==> src/hdl/rawin_pkg.sv <==
`timescale 1ns / 1ps
// ----------------------------------------------------------------------------
// rawin_pkg: shared types and constants for the rolling window checksum
// Widths, modulus constants and the records passed between pipeline stages.
// ----------------------------------------------------------------------------
package rawin_pkg;

    // ring depth in bytes; must be a power of two (the ring pointer wraps)
    localparam int MAX_WINDOW = 4096;
    localparam int RING_AW    = $clog2(MAX_WINDOW);
    localparam int LEN_W      = $clog2(MAX_WINDOW + 1);
    localparam int CFG_W      = 13;
    localparam int POS_W      = 32;
    localparam int BYTE_W     = 8;
    localparam int SUM_W      = 16;
    localparam int PROD_W     = LEN_W + BYTE_W;

    localparam logic [CFG_W-1:0] CFG_RESET = 13'd1024;

    // checksum modulus and its helpers; 2^16 - ADLER_MOD folds the high bits
    localparam logic [16:0] ADLER_MOD    = 17'd65521;
    localparam logic [17:0] ADLER_MOD_X2 = 18'd131042;
    localparam logic [16:0] FOLD_K       = 17'd15;

    // word leaving the front stage
    typedef struct packed {
        logic              valid;
        logic              roll;
        logic              emit;
        logic              restart;
        logic [BYTE_W-1:0] in_byte;
        logic [POS_W-1:0]  offset;
    } t_front;

    // word after the product stage
    typedef struct packed {
        logic              valid;
        logic              roll;
        logic              emit;
        logic              restart;
        logic [BYTE_W-1:0] in_byte;
        logic [BYTE_W-1:0] oldest;
        logic [POS_W-1:0]  offset;
    } t_prod;

    // word entering the accumulator: increments already reduced
    typedef struct packed {
        logic             valid;
        logic             emit;
        logic             restart;
        logic [SUM_W-1:0] inc_a;
        logic [SUM_W-1:0] inc_b;
        logic [POS_W-1:0] offset;
    } t_delta;

endpackage

==> src/hdl/rawin_accum.sv <==
`timescale 1ns / 1ps
// ----------------------------------------------------------------------------
// rawin_accum: running sums and output register
// Adds the increments to a and b once per word and loads the result word.
// ----------------------------------------------------------------------------
module rawin_accum
    import rawin_pkg::*;
(
    input  logic                           i_clk,
    input  logic                           i_rst_n,
    input  logic                           i_en,
    input  t_delta                         i_s3,
    input  logic                           i_out_ready,
    output logic                           o_out_valid,
    output logic [2*SUM_W+POS_W-1:0]       o_out_data
);

    logic [SUM_W-1:0] r_a, n_a;
    logic [SUM_W-1:0] r_b, n_b;
    logic             r_out_valid;
    logic [2*SUM_W+POS_W-1:0] r_out_data;

    logic [SUM_W-1:0] w_a_cur;
    logic [SUM_W-1:0] w_b_cur;
    logic [16:0]      w_a_sum;
    logic [17:0]      w_b_sum;

    // b takes the old a: inc_b holds the rest of a_new - 1 - drop
    always_comb begin
        w_a_cur = i_s3.restart ? SUM_W'(1) : r_a;
        w_b_cur = i_s3.restart ? '0 : r_b;
        w_a_sum = 17'(w_a_cur) + 17'(i_s3.inc_a);
        w_b_sum = 18'(w_b_cur) + 18'(w_a_cur) + 18'(i_s3.inc_b);
        n_a = (w_a_sum >= ADLER_MOD) ? SUM_W'(w_a_sum - ADLER_MOD) : SUM_W'(w_a_sum);
        if (w_b_sum >= ADLER_MOD_X2) begin
            n_b = SUM_W'(w_b_sum - ADLER_MOD_X2);
        end else if (w_b_sum >= 18'(ADLER_MOD)) begin
            n_b = SUM_W'(w_b_sum - 18'(ADLER_MOD));
        end else begin
            n_b = SUM_W'(w_b_sum);
        end
    end

    // sums and output valid
    always_ff @(posedge i_clk) begin
        if (!i_rst_n) begin
            r_a         <= SUM_W'(1);
            r_b         <= '0;
            r_out_valid <= 1'b0;
        end else begin
            if (i_en && i_s3.valid) begin
                r_a <= n_a;
                r_b <= n_b;
            end
            if (i_en) begin
                r_out_valid <= i_s3.valid && i_s3.emit;
            end else if (i_out_ready) begin
                r_out_valid <= 1'b0;
            end
        end
    end

    // output word
    always_ff @(posedge i_clk) begin
        if (i_en && i_s3.valid && i_s3.emit) begin
            r_out_data <= {i_s3.offset, n_b, n_a};
        end
    end

    assign o_out_valid = r_out_valid;
    assign o_out_data  = r_out_data;

endmodule

==> config.mk <==
export PLATFORM = sky130hd
export DESIGN_NAME = rawin_accum
export DESIGN_NICKNAME = d
export VERILOG_FILES = /design/src/hdl/rawin_pkg.sv /design/src/hdl/rawin_accum.sv
export SDC_FILE = /design/constraint.sdc
export NUM_CORES = 1
export LEC_CHECK = 0
export ABC_AREA = 1
export BUFFER_PORTS_ARGS = -buffer_cell sky130_fd_sc_hd__buf_2
export CAP_MARGIN = 10
export CORE_MARGIN = 4
export CORE_UTILIZATION = 52
export DETAILED_ROUTE_END_ITERATION = 8
export PLACE_DENSITY = 0.79
export SYNTH_ARGS = -nofsm -noshare
export SYNTH_HDL_FRONTEND = slang
export SYNTH_SLANG_ARGS = --single-unit
==> constraint.sdc <==
create_clock -name i_clk -period 3.9 [get_ports i_clk]
set_input_delay 0.585 -clock i_clk [delete_from_list [all_inputs] [get_ports i_clk]]
set_output_delay 0.585 -clock i_clk [all_outputs]
set_load 0.02 [all_outputs]
==> impl_metrics.py, run 1 <==
metrics = {
    "routing": {
        "first_iter_violations": 581,
        "detail-route-antenna-nets": 0,
        "vias": 7807,
        "drcViolationCount": 0,
        "avgViaCountPerCell": 5.22,
        "wl_per_cell_um": 14.9,
        "wl_mm": 22.3,
        "first_pass_iters": 5,
    },
    "worst_setup_path": {
        "slowest_delay_ns": 0.44,
        "reg2reg_depth": 22,
        "worst-path-max-fanout": 22,
        "arrival_ns": 3.88,
        "cp_cell_sequence": "buf_2 -> buf_12 -> buf_4 -> nor2_2 -> fa_1 -> ha_1 -> nand2_1 -> inv_1 -> nand3_1 -> nor3_1 -> nand2_1 -> nand2_1 -> nand2_1 -> nand2_1 -> nand2_1 -> nor2_2 -> nand2_4 -> buf_12 -> nand3_1 -> nand2_1 -> nand2_1 -> nand3_1 -> nand2_1 -> inv_1",
        "cp_slowest_cell": "fa_1",
        "cp-start-kind": "input port",
        "r2r-start": "r_a[1]$_SDFFE_PN0P_",
        "crit_required_ns": 4.17,
        "startpoint": "i_s3[64]",
        "critPathCapture": "r_b[5]$_SDFFE_PN0P_",
        "r2r_end": "r_b[13]$_SDFFE_PN0P_",
        "reg2reg_slack_ns": 0.40,
        "cp-end-kind": "register",
        "cpMostUsedCell": "nand2_1",
        "critical_path_class": "input port to register",
    },
    "clock_tree": {
        "clk_latency_ns": 0.36,
        "cts_tree": "done",
        "clkTransAtPathRegs_ns": 0.08,
        "hold_buffers": 0,
        "clockBufferDepth": 2,
        "cts-root-buf": "clkbuf_16",
        "cts-htree-levels": 3,
        "cts-buffers-inserted": 9,
        "cts_sinks": 97,
    },
    "die": {
        "die_h_um": 130,
        "design.core.area_sq_mm": 0.0145,
        "die-area_sq_mm": 0.0169,
        "io_pins": 136,
        "num_rows": 44,
        "die_x_um": 130,
        "start_util_pct": 53.1,
    },
    "layout": {
        "syn2layout_area_growth_pct": 22.6,
        "fin_nets": 1432,
        "diodes": 0,
        "finalInstanceArea_sq_mm": 0.00947,
        "drive_gt1_share_pct": 21.0,
        "fillers": 1316,
    },
    "sta": {
        "period_needed_ns": 3.61,
        "hold_viol": 0,
        "worst_pin_slew_ns": 1.15,
        "clock_skew_ns": 0.0111,
        "relSlewSlack_pct": 23.5,
        "fin_crit_sh_pct": 92.7,
        "setup_viol": 0,
        "slew_viol_final": 0,
        "fmax_mhz": 277,
    },
    "yosys": {
        "synth_cell_types": 43,
        "seq_area_frac_synth_pct": 33.4,
        "synth-seq-cells": 97,
        "synthesis.nets": 1232,
        "async_flop_share_pct": 0,
        "synthFlopType": "edfxtp_1",
        "yosysWarningCount": 0,
        "synthCells": 1107,
        "synth_area_sq_mm": 0.00772,
        "avgSynthCellArea_sq_um": 6.97,
        "synth-edff-count": 64,
    },
    "grt": {
        "grt_max_degree": 44,
        "antenna_found_initial": 0,
        "grt.total_usage_pct": 26.2,
        "grt_pass1_vias": 7196,
        "overflow": 0,
        "grt_pass1_wl_mm": 34.9,
    },
    "placement": {
        "port_buffers": 135,
        "dpl.hpwl_mm": 17.9,
        "post_dp_cell_area_sq_mm": 0.00914,
        "place_congestion": 0.966,
    },
    "worst_hold_path": {
        "min-delay-path-class": "input port to register",
        "holdPathStages": 1,
    },
    "power": {
        "irDropWorstVdd_mv": 0.222,
        "power_density_mw_per_mm2": 384,
        "totalPowerFinal_mw": 3.64,
        "total_leakage_power_nw": 5.11,
    },
    "status": {
        "outcome": "complete, no violations",
    },
    "job": {
        "cap_violations": 0,
    },
}
==> synth_stat cells (7+ instances only) <==
cell        n  area share, %
a21o_1      7           0.68
a21oi_1    53            3.4
clkbuf_1   12           0.58
dfxtp_1    33            8.6
edfxtp_1   64             25
fa_1        9            2.3
ha_1       45            7.3
inv_1     172            8.4
nand2_1   342             17
nand2_2    10           0.81
nand3_1   110            7.1
nand4_1    31            2.5
nor2_1    109            5.3
nor2_2      7           0.57
nor3_1      7           0.45
o21ai_0    10           0.65
xnor2_1    10            1.1
xor2_1     26            2.9
==> critical path, delay by kind of cell <==
kind	cells	cell delay, ns
buffers and inverters	6	0.73
AND/OR/NAND/NOR	16	1.68
adder cells (fa/ha/maj)	2	0.85
==> routing by layer <==
metal	up-vias	wire length, um	GRT usage, %
met4	0	478	9.11
met5	-	0	0
met1	3562	9900	35.8
li1	3949	-	-
met3	35	1400	3.68
met2	261	10500	42.9
==> cell type report <==
class                   instances  area (sq um)  share of cell area, %
well taps                     184           230                   2.43
clock buffers                   9           225                   2.38
inverters                     176           661                   6.98
flip-flops and latches         97          2580                   27.3
multi-input cells             813          4390                   46.4
clock inverters                 7          76.3                  0.806
repair buffers                210          1300                   13.7
==> worst min path at each step <==
stage                     slack, ns                      from                       end
after floorplan                0.44       r_a[0]$_SDFFE_PN1P_       r_a[0]$_SDFFE_PN1P_
after global placement         0.45  o_out_valid$_SDFFE_PN0P_  o_out_valid$_SDFFE_PN0P_
after detailed placement       0.47       r_a[0]$_SDFFE_PN1P_       r_a[0]$_SDFFE_PN1P_
after CTS                      0.38                  i_s3[25]  o_out_data[57]$_DFFE_PP_
after global routing           0.38                  i_s3[23]  o_out_data[55]$_DFFE_PP_
final                          0.39                  i_s3[26]  o_out_data[58]$_DFFE_PP_
==> through the flow <==
stage | util [%] | TNS [ns] | worst slack (ns) | hold slack, ns | instances
after floorplan | - | 0 | 0.0739 | 0.441 | 1107
final | 65.1 | 0 | 0.285 | 0.390 | 1496
after CTS | 65.0 | 0 | 0.187 | 0.381 | 1496
after global placement | 62.9 | -5.58 | -0.214 | 0.455 | 1480
after global routing | 65.1 | -0.0154 | -0.0138 | 0.384 | 1496
after detailed placement | 62.9 | -4.04 | -0.179 | 0.470 | 1480
==> where the power goes <==
part | switching [mW] | internal [mW] | total, mW
Sequential | 0.0188 | 1.19 | 1.20
Clock | 0.453 | 0.457 | 0.909
Combinational | 0.942 | 0.582 | 1.52
==> logic make-up after synthesis <==
| family | count (synthesis) | synth area share, % |
|---|---|---|
| adder cells (fa/ha/maj) | 54 | 9.63 |
| XOR/XNOR | 40 | 4.93 |
| buffers and inverters | 197 | 9.97 |
| AO/OA/AOI/OAI | 87 | 6.53 |
| AND/OR/NAND/NOR | 632 | 35.5 |
| flip-flops | 97 | 33.4 |
==> placed cells by master, fill, tap and decap left out, types with 2 or more instances in the layout <==
| cell | count |
|---|---|
| xor2_1 | 26 |
| nand2_2 | 10 |
| xnor2_1 | 10 |
| o21ai_0 | 10 |
| edfxtp_1 | 64 |
| inv_2 | 5 |
| a31o_2 | 2 |
| nor2_2 | 12 |
| buf_4 | 70 |
| o21bai_1 | 3 |
| nand3_1 | 110 |
| a21o_1 | 7 |
| buf_12 | 5 |
| nand3b_1 | 3 |
| nor3_1 | 7 |
| buf_2 | 135 |
| fa_1 | 9 |
| a21oi_2 | 2 |
| inv_8 | 3 |
| nand2_1 | 342 |
| nand4_1 | 31 |
| nor2_1 | 104 |
| clkbuf_16 | 9 |
| ha_1 | 45 |
| clkinv_4 | 2 |
| xor2_2 | 4 |
| nand3_2 | 4 |
| nand2_4 | 2 |
| o21ai_1 | 2 |
| nor2_4 | 3 |
| inv_1 | 171 |
| dfxtp_1 | 32 |
| a21oi_1 | 53 |
==> timing repair <==
action,in CTS,in global routing
setup buffers,0,0
gates resized for setup,0,7
endpoints found under the setup margin,0,32
==> registers in the layout, summed over array words and instances, names as in the netlist <==
name and flops:
o_out_data 64, o_out_valid 1, r_a 16, r_b 16
No activity file was read; power rests on OpenSTA's default activity.
==> run 2: changes to the inputs <==
--- a/config.mk
+++ b/config.mk
@@ -6,9 +6,10 @@
 export NUM_CORES = 1
 export LEC_CHECK = 0
-export ABC_AREA = 1
 export BUFFER_PORTS_ARGS = -buffer_cell sky130_fd_sc_hd__buf_2
 export CAP_MARGIN = 10
+export CELL_PAD_IN_SITES_DETAIL_PLACEMENT = 0
+export CELL_PAD_IN_SITES_GLOBAL_PLACEMENT = 1
 export CORE_MARGIN = 4
-export CORE_UTILIZATION = 52
+export CORE_UTILIZATION = 39
 export DETAILED_ROUTE_END_ITERATION = 8
 export PLACE_DENSITY = 0.79
==> constraint.sdc (replaced) <==
create_clock -name i_clk -period 3.9 [get_ports i_clk]
set_input_delay 0.78 -clock i_clk [delete_from_list [all_inputs] [get_ports i_clk]]
set_output_delay 0.78 -clock i_clk [all_outputs]
set_load 0.02 [all_outputs]
==> impl_metrics.py, run 2 <==
metrics = {
    "layout": {
        "layout_common_cells": "buf_4 (188), buf_2 (134), edfxtp_1 (64), nand2_1 (39), ha_1 (35)",
        "drive_gt1_share_pct": 52.4,
        "syn2layout_area_growth_pct": 60.0,
        "fillers": 1297,
        "finalNonFillerCells": 1235,
        "fin_nets": 1135,
        "multi_input_area_sq_mm": 0.00498,
        "layout_commonest_cell": "buf_4",
        "diodes": 0,
        "seqCellArea_sq_mm": 0.00258,
        "largest_register_ffs": 64,
    },
    "worst_setup_path": {
        "critical_path_class": "input port to register",
        "r2r_end": "r_b[8]$_SDFFE_PN0P_",
        "r2r-start": "r_a[1]$_SDFFE_PN0P_",
        "reg2reg_depth": 19,
        "crit_required_ns": 4.20,
        "arrival_ns": 4.95,
        "worst-path-max-fanout": 6,
        "reg2reg_slack_ns": -0.54,
        "cp-start-kind": "input port",
        "cp-end-kind": "register",
    },
    "sta": {
        "fin_hold_ws_ns": 0.470,
        "finalSetupTns_ns": -19.54,
        "timing.final.ws_setup_ns": -0.753,
        "fmax_mhz": 215,
        "relSlewSlack_pct": 41.2,
        "rsz0062_at_grt": "yes",
        "fin_crit_sh_pct": 119,
        "clock_skew_ns": 0.00792,
        "slew_viol_final": 0,
        "worst_pin_slew_ns": 0.882,
        "hold_viol": 0,
        "period_needed_ns": 4.65,
        "setup_viol": 56,
    },
    "yosys": {
        "seq_area_frac_synth_pct": 38.9,
        "yosysWarningCount": 0,
        "synthCells": 673,
        "synthFlopType": "edfxtp_1",
        "synth_cell_types": 77,
        "async_flop_share_pct": 0,
        "synthTopCellsByArea": "edfxtp_1 (29%), dfxtp_1 (10%), ha_1 (8.5%)",
        "synth-edff-count": 64,
        "synth.top_cell.area_share_pct": 28.9,
        "avgSynthCellArea_sq_um": 9.86,
        "synth-seq-cells": 97,
        "synth_common_cells": "edfxtp_1 (64), nand2_1 (48), o21ai_0 (46)",
        "synthesis.nets": 798,
        "synth_area_sq_mm": 0.00664,
        "synth_most_common_cell": "edfxtp_1",
        "yosysTopAreaCell": "edfxtp_1",
    },
    "routing": {
        "drcViolationCount": 0,
        "first_pass_iters": 5,
        "first_iter_violations": 363,
        "wl_mm": 22.9,
        "wl_per_cell_um": 18.5,
        "vias": 6633,
        "detail-route-antenna-nets": 0,
        "avgViaCountPerCell": 5.37,
    },
    "clock_tree": {
        "cts_sinks": 97,
        "clkTransAtPathRegs_ns": 0.07,
        "cts-buffers-inserted": 9,
        "cts-htree-levels": 3,
        "cts_tree": "done",
        "cts-root-buf": "clkbuf_16",
        "clk_latency_ns": 0.35,
        "hold_buffers": 0,
        "clockBufferDepth": 2,
    },
    "grt": {
        "grt.total_usage_pct": 22.2,
        "antenna_found_initial": 0,
        "grt_max_degree": 66,
        "grt_pass1_vias": 6936,
        "grt_pass1_wl_mm": 34.6,
        "overflow": 0,
    },
    "worst_hold_path": {
        "holdPathStages": 2,
        "holdPathEnd": "r_b[9]$_SDFFE_PN0P_",
        "min-delay-path-class": "register to register",
        "min_from": "r_b[9]$_SDFFE_PN0P_",
    },
    "placement": {
        "place_congestion": 0.915,
        "numPlacedInstances": 1177,
        "port_buffers": 135,
        "dpl.hpwl_mm": 16.5,
        "pre_cts_ws_ns": -1.30,
    },
    "power": {
        "totalPowerFinal_mw": 3.86,
        "irDropWorstVdd_mv": 0.250,
        "power_density_mw_per_mm2": 364,
        "total_leakage_power_nw": 4.66,
    },
    "die": {
        "io_pins": 136,
        "die_x_um": 138,
        "die-area_sq_mm": 0.0192,
        "start_util_pct": 39.9,
        "die_h_um": 138,
        "design.core.area_sq_mm": 0.0166,
        "num_rows": 47,
    },
    "job": {
        "cap_violations": 0,
    },
    "status": {
        "violations": "setup timing",
        "outcome": "complete, but fails checks",
    },
}
## run 2: what timing repair did
item / in CTS / in global routing
gates cloned: 1 / 0
setup endpoints to repair: 59 / 62
resized for setup: 93 / 110
pin swaps: 66 / 48
setup buffers: 23 / 26
## run 2: how the worst max path moves through the flow
stage                         from                  endpoint  depth (start not counted)
after global placement    i_s3[64]  o_out_data[30]$_DFFE_PP_                         17
after detailed placement  i_s3[64]      r_b[11]$_SDFFE_PN0P_                         17
after floorplan           i_s3[64]  o_out_data[30]$_DFFE_PP_                         17
after CTS                 i_s3[64]  o_out_data[30]$_DFFE_PP_                         21
final                     i_s3[64]       r_b[8]$_SDFFE_PN0P_                         21
after global routing      i_s3[64]       r_b[8]$_SDFFE_PN0P_                         19
## run 2: cell families (layout without fill, tap and decap cells)
| logic type | count (synthesis) | count (layout) | synth area share, % |
|---|---|---|---|
| AO/OA/AOI/OAI | 208 | 209 | 22.5 |
| buffers and inverters | 50 | 391 | 2.92 |
| XOR/XNOR | 53 | 53 | 7.11 |
| adder cells (fa/ha/maj) | 54 | 54 | 11.2 |
| multiplexers | 6 | 6 | 0.942 |
| flip-flops | 97 | 97 | 38.9 |
| AND/OR/NAND/NOR | 205 | 205 | 16.4 |
## run 2: metal layers
| metal | track usage, % | routed length (um) | up-vias |
|---|---|---|---|
| met5 | 0 | 0 | - |
| met3 | 4.35 | 1210 | 56 |
| met1 | 26.4 | 9470 | 3147 |
| met2 | 39.2 | 11400 | 247 |
| li1 | - | - | 3183 |
| met4 | 9.15 | 813 | 0 |
## run 2: power breakdown
group / switching [mW] / internal, mW
sequential: 0.0275 / 1.19
clock: 0.416 / 0.501
combinational: 0.903 / 0.829
## run 2: cell type report
type,instances,share of cell area (%)
Multi-Input combinational cell,527,46.9
Sequential cell,97,24.3
Timing Repair Buffer,347,22.4
Tap cell,220,2.59
Clock buffer,10,2.16
Inverter,28,1.02
Clock inverter,6,0.636
## run 2: critical path: stages
cell,delay [ns]
buf_12,0.11
clkinvlp_4,0.10
nand2_4,0.06
xnor2_2,0.13
ha_1,0.33
ha_4,0.18
fa_2,0.35
a21o_1,0.21
a221oi_4,0.23
buf_6,0.18
or3_4,0.15
a31oi_4,0.09
a2111oi_4,0.35
buf_4,0.19
or4b_4,0.46
a21boi_2,0.17
o21a_2,0.19
buf_6,0.11
o21ai_4,0.07
or4_1,0.42
nand3_1,0.09
## run 2: metrics by stage
stage,area (sq um),util [%]
5_1_grt,10600,63.8
4_1_cts,9880,59.4
6_report,10600,63.8
3_5_place_dp,8950,53.8
2_1_floorplan,6840,-
3_3_place_gp,8950,53.8
==> run 3: changes to the inputs <==
Settings changed: CORE_UTILIZATION 39 to 46, CTS_CLUSTER_DIAMETER from default to 150, PLACE_DENSITY 0.79 to 0.87.
Clock period 3.9 ns to 5.6 ns, I/O delays scaled along.
==> impl_metrics.py, run 3 (synthesis results as in run 2) <==
metrics = {
    "grt": {
        "grt.total_usage_pct": 22.6,
        "grt_pass1_vias": 5848,
        "grt_max_degree": 66,
        "antenna_found_initial": 0,
        "grt_pass1_wl_mm": 29.6,
        "overflow": 0,
    },
    "placement": {
        "pre_cts_ws_ns": 0.0114,
        "dpl.hpwl_mm": 14.7,
        "place_congestion": 0.887,
        "port_buffers": 135,
        "post_dp_cell_area_sq_mm": 0.00782,
    },
    "clock_tree": {
        "cts-buffers-inserted": 9,
        "clkTransAtPathRegs_ns": 0.07,
        "hold_buffers": 0,
        "clk_latency_ns": 0.35,
        "cts-root-buf": "clkbuf_16",
        "cts_resized": 0,
        "cts_sinks": 97,
        "cts_post_setup_buffers_inserted": 0,
        "cts_tree": "done",
        "cts-htree-levels": 3,
        "clockBufferDepth": 2,
    },
    "layout": {
        "drive_gt1_share_pct": 27.2,
        "fin_nets": 968,
        "finalInstanceArea_sq_mm": 0.00810,
        "fillers": 1261,
        "layout_common_cells": "buf_2 (135), edfxtp_1 (64), nand2_1 (48), o21ai_0 (46), ha_1 (45)",
        "layout_commonest_cell": "buf_2",
        "syn2layout_area_growth_pct": 22.1,
        "largest_register_ffs": 64,
        "postLayoutCoreUtil_pct": 57.9,
        "diodes": 0,
    },
    "worst_setup_path": {
        "cp-start-kind": "input port",
        "crit_buf_inv": 2,
        "worst-path-max-fanout": 7,
        "cp_top_family": "compound AO/OA/AOI/OAI gates",
        "arrival_ns": 5.33,
        "crit_required_ns": 5.70,
        "critical_path_class": "input port to register",
        "cp-end-kind": "register",
        "cp_slowest_cell": "a2111oi_4",
        "cp_cell_sequence": "buf_2 -> inv_1 -> nand2_1 -> xnor2_1 -> ha_1 -> ha_1 -> fa_1 -> a21o_1 -> a221oi_4 -> xnor2_1 -> nand3_1 -> a2111oi_4 -> nand3b_1 -> a41oi_1 -> o211ai_1 -> a21o_1 -> a211oi_1 -> xnor2_1",
        "slowest_delay_ns": 0.43,
        "cpMostUsedCell": "xnor2_1",
    },
    "routing": {
        "detail-route-antenna-nets": 0,
        "drcViolationCount": 0,
        "vias": 5875,
        "first_iter_violations": 446,
        "wl_mm": 18.6,
        "avgViaCountPerCell": 5.71,
        "first_pass_iters": 5,
        "wl_per_cell_um": 18.1,
    },
    "status": {
        "outcome": "complete, no violations",
    },
    "die": {
        "design.core.area_sq_mm": 0.0140,
        "start_util_pct": 47.5,
        "num_rows": 43,
        "io_pins": 136,
        "die-area_sq_mm": 0.0164,
        "die_h_um": 128,
        "die_x_um": 128,
    },
    "sta": {
        "hold_viol": 0,
        "timing.final.ws_setup_ns": 0.372,
        "clock_skew_ns": 0.00741,
        "slew_viol_final": 0,
        "rsz0062_at_grt": "no",
        "relSlewSlack_pct": 42.0,
        "setup_viol": 0,
        "fmax_mhz": 191,
        "finalSetupTns_ns": 0,
        "fin_crit_sh_pct": 93.4,
        "period_needed_ns": 5.23,
        "worst_pin_slew_ns": 0.862,
    },
    "power": {
        "irDropWorstVdd_mv": 0.161,
        "power_density_mw_per_mm2": 272,
        "total_leakage_power_nw": 3.57,
    },
    "job": {
        "cap_violations": 0,
    },
    "worst_hold_path": {
        "min-delay-path-class": "register to register",
    },
}
## run 3: cell count changes in the layout (fill, tap and decap cells not counted), moves of 7 or more
cell / change
xnor2_1: +11
o21ai_0: +12
xor2_1: +8
buf_4: -144
buf_6: -23
nand2_1: +9
xnor2_2: -7
ha_1: +10
nand2_2: -7
a21oi_1: +15
nor2b_1: +10
a21oi_2: -11
ha_4: -10
## run 3: layout make-up
cell class,count,area (sq um),share of cell area [%]
multi-input cells,526,3860,47.7
inverters,28,105,1.30
clock inverters,6,52.6,0.648
flip-flops and latches,97,2580,31.9
well taps,180,225,2.78
clock buffers,10,229,2.83
repair buffers,181,1050,12.9
## run 3: metal layers
layer | vias to the layer above | global-route usage [%] | wire, um
li1 | 2846 | - | -
met4 | 0 | 5.99 | 308
met5 | - | 0 | 0
met2 | 160 | 39.4 | 9240
met1 | 2847 | 28.9 | 8120
met3 | 22 | 4.17 | 976
## run 3: through the flow
stage | power [mW] | instances | hold slack [ns]
after global placement | 1.59 | 1012 | 0.443
after detailed placement | 1.61 | 1012 | 0.454
after floorplan | 1.36 | 673 | 0.432
after global routing | 2.31 | 1028 | 0.494
after CTS | 2.21 | 1028 | 0.463
final | 2.20 | 1028 | 0.464
## run 3: worst paths after layout
| check | endpoint | cells after the start | from | slack [ns] |
|---|---|---|---|---|
| setup / recovery | o_out_data[27]$_DFFE_PP_ | 18 | i_s3[64] | 0.37 |
| hold / removal | r_b[9]$_SDFFE_PN0P_ | 2 | r_b[9]$_SDFFE_PN0P_ | 0.46 |
| setup reg to reg | o_out_data[27]$_DFFE_PP_ | 16 | r_a[1]$_SDFFE_PN0P_ | 0.88 |
| hold reg to reg | r_b[9]$_SDFFE_PN0P_ | 2 | r_b[9]$_SDFFE_PN0P_ | 0.46 |
## run 3: worst reg2reg max path, stage by stage, from the launching register on
cell	delay, ns
dfxtp_1	0.46
nand2_1	0.15
xnor2_1	0.15
ha_1	0.28
ha_1	0.23
fa_1	0.42
a21o_1	0.24
a221oi_4	0.37
xnor2_1	0.19
nand3_1	0.19
a2111oi_4	0.43
nand3b_1	0.20
a41oi_1	0.30
o211ai_1	0.24
a21o_1	0.24
a211oi_1	0.28
xnor2_1	0.10
## run 3: power by group
group	internal (mW)	switching (mW)	total, mW
Combinational	0.312	0.444	0.756
Clock	0.309	0.289	0.598
Sequential	0.827	0.0197	0.847
Total	1.45	0.753	2.20
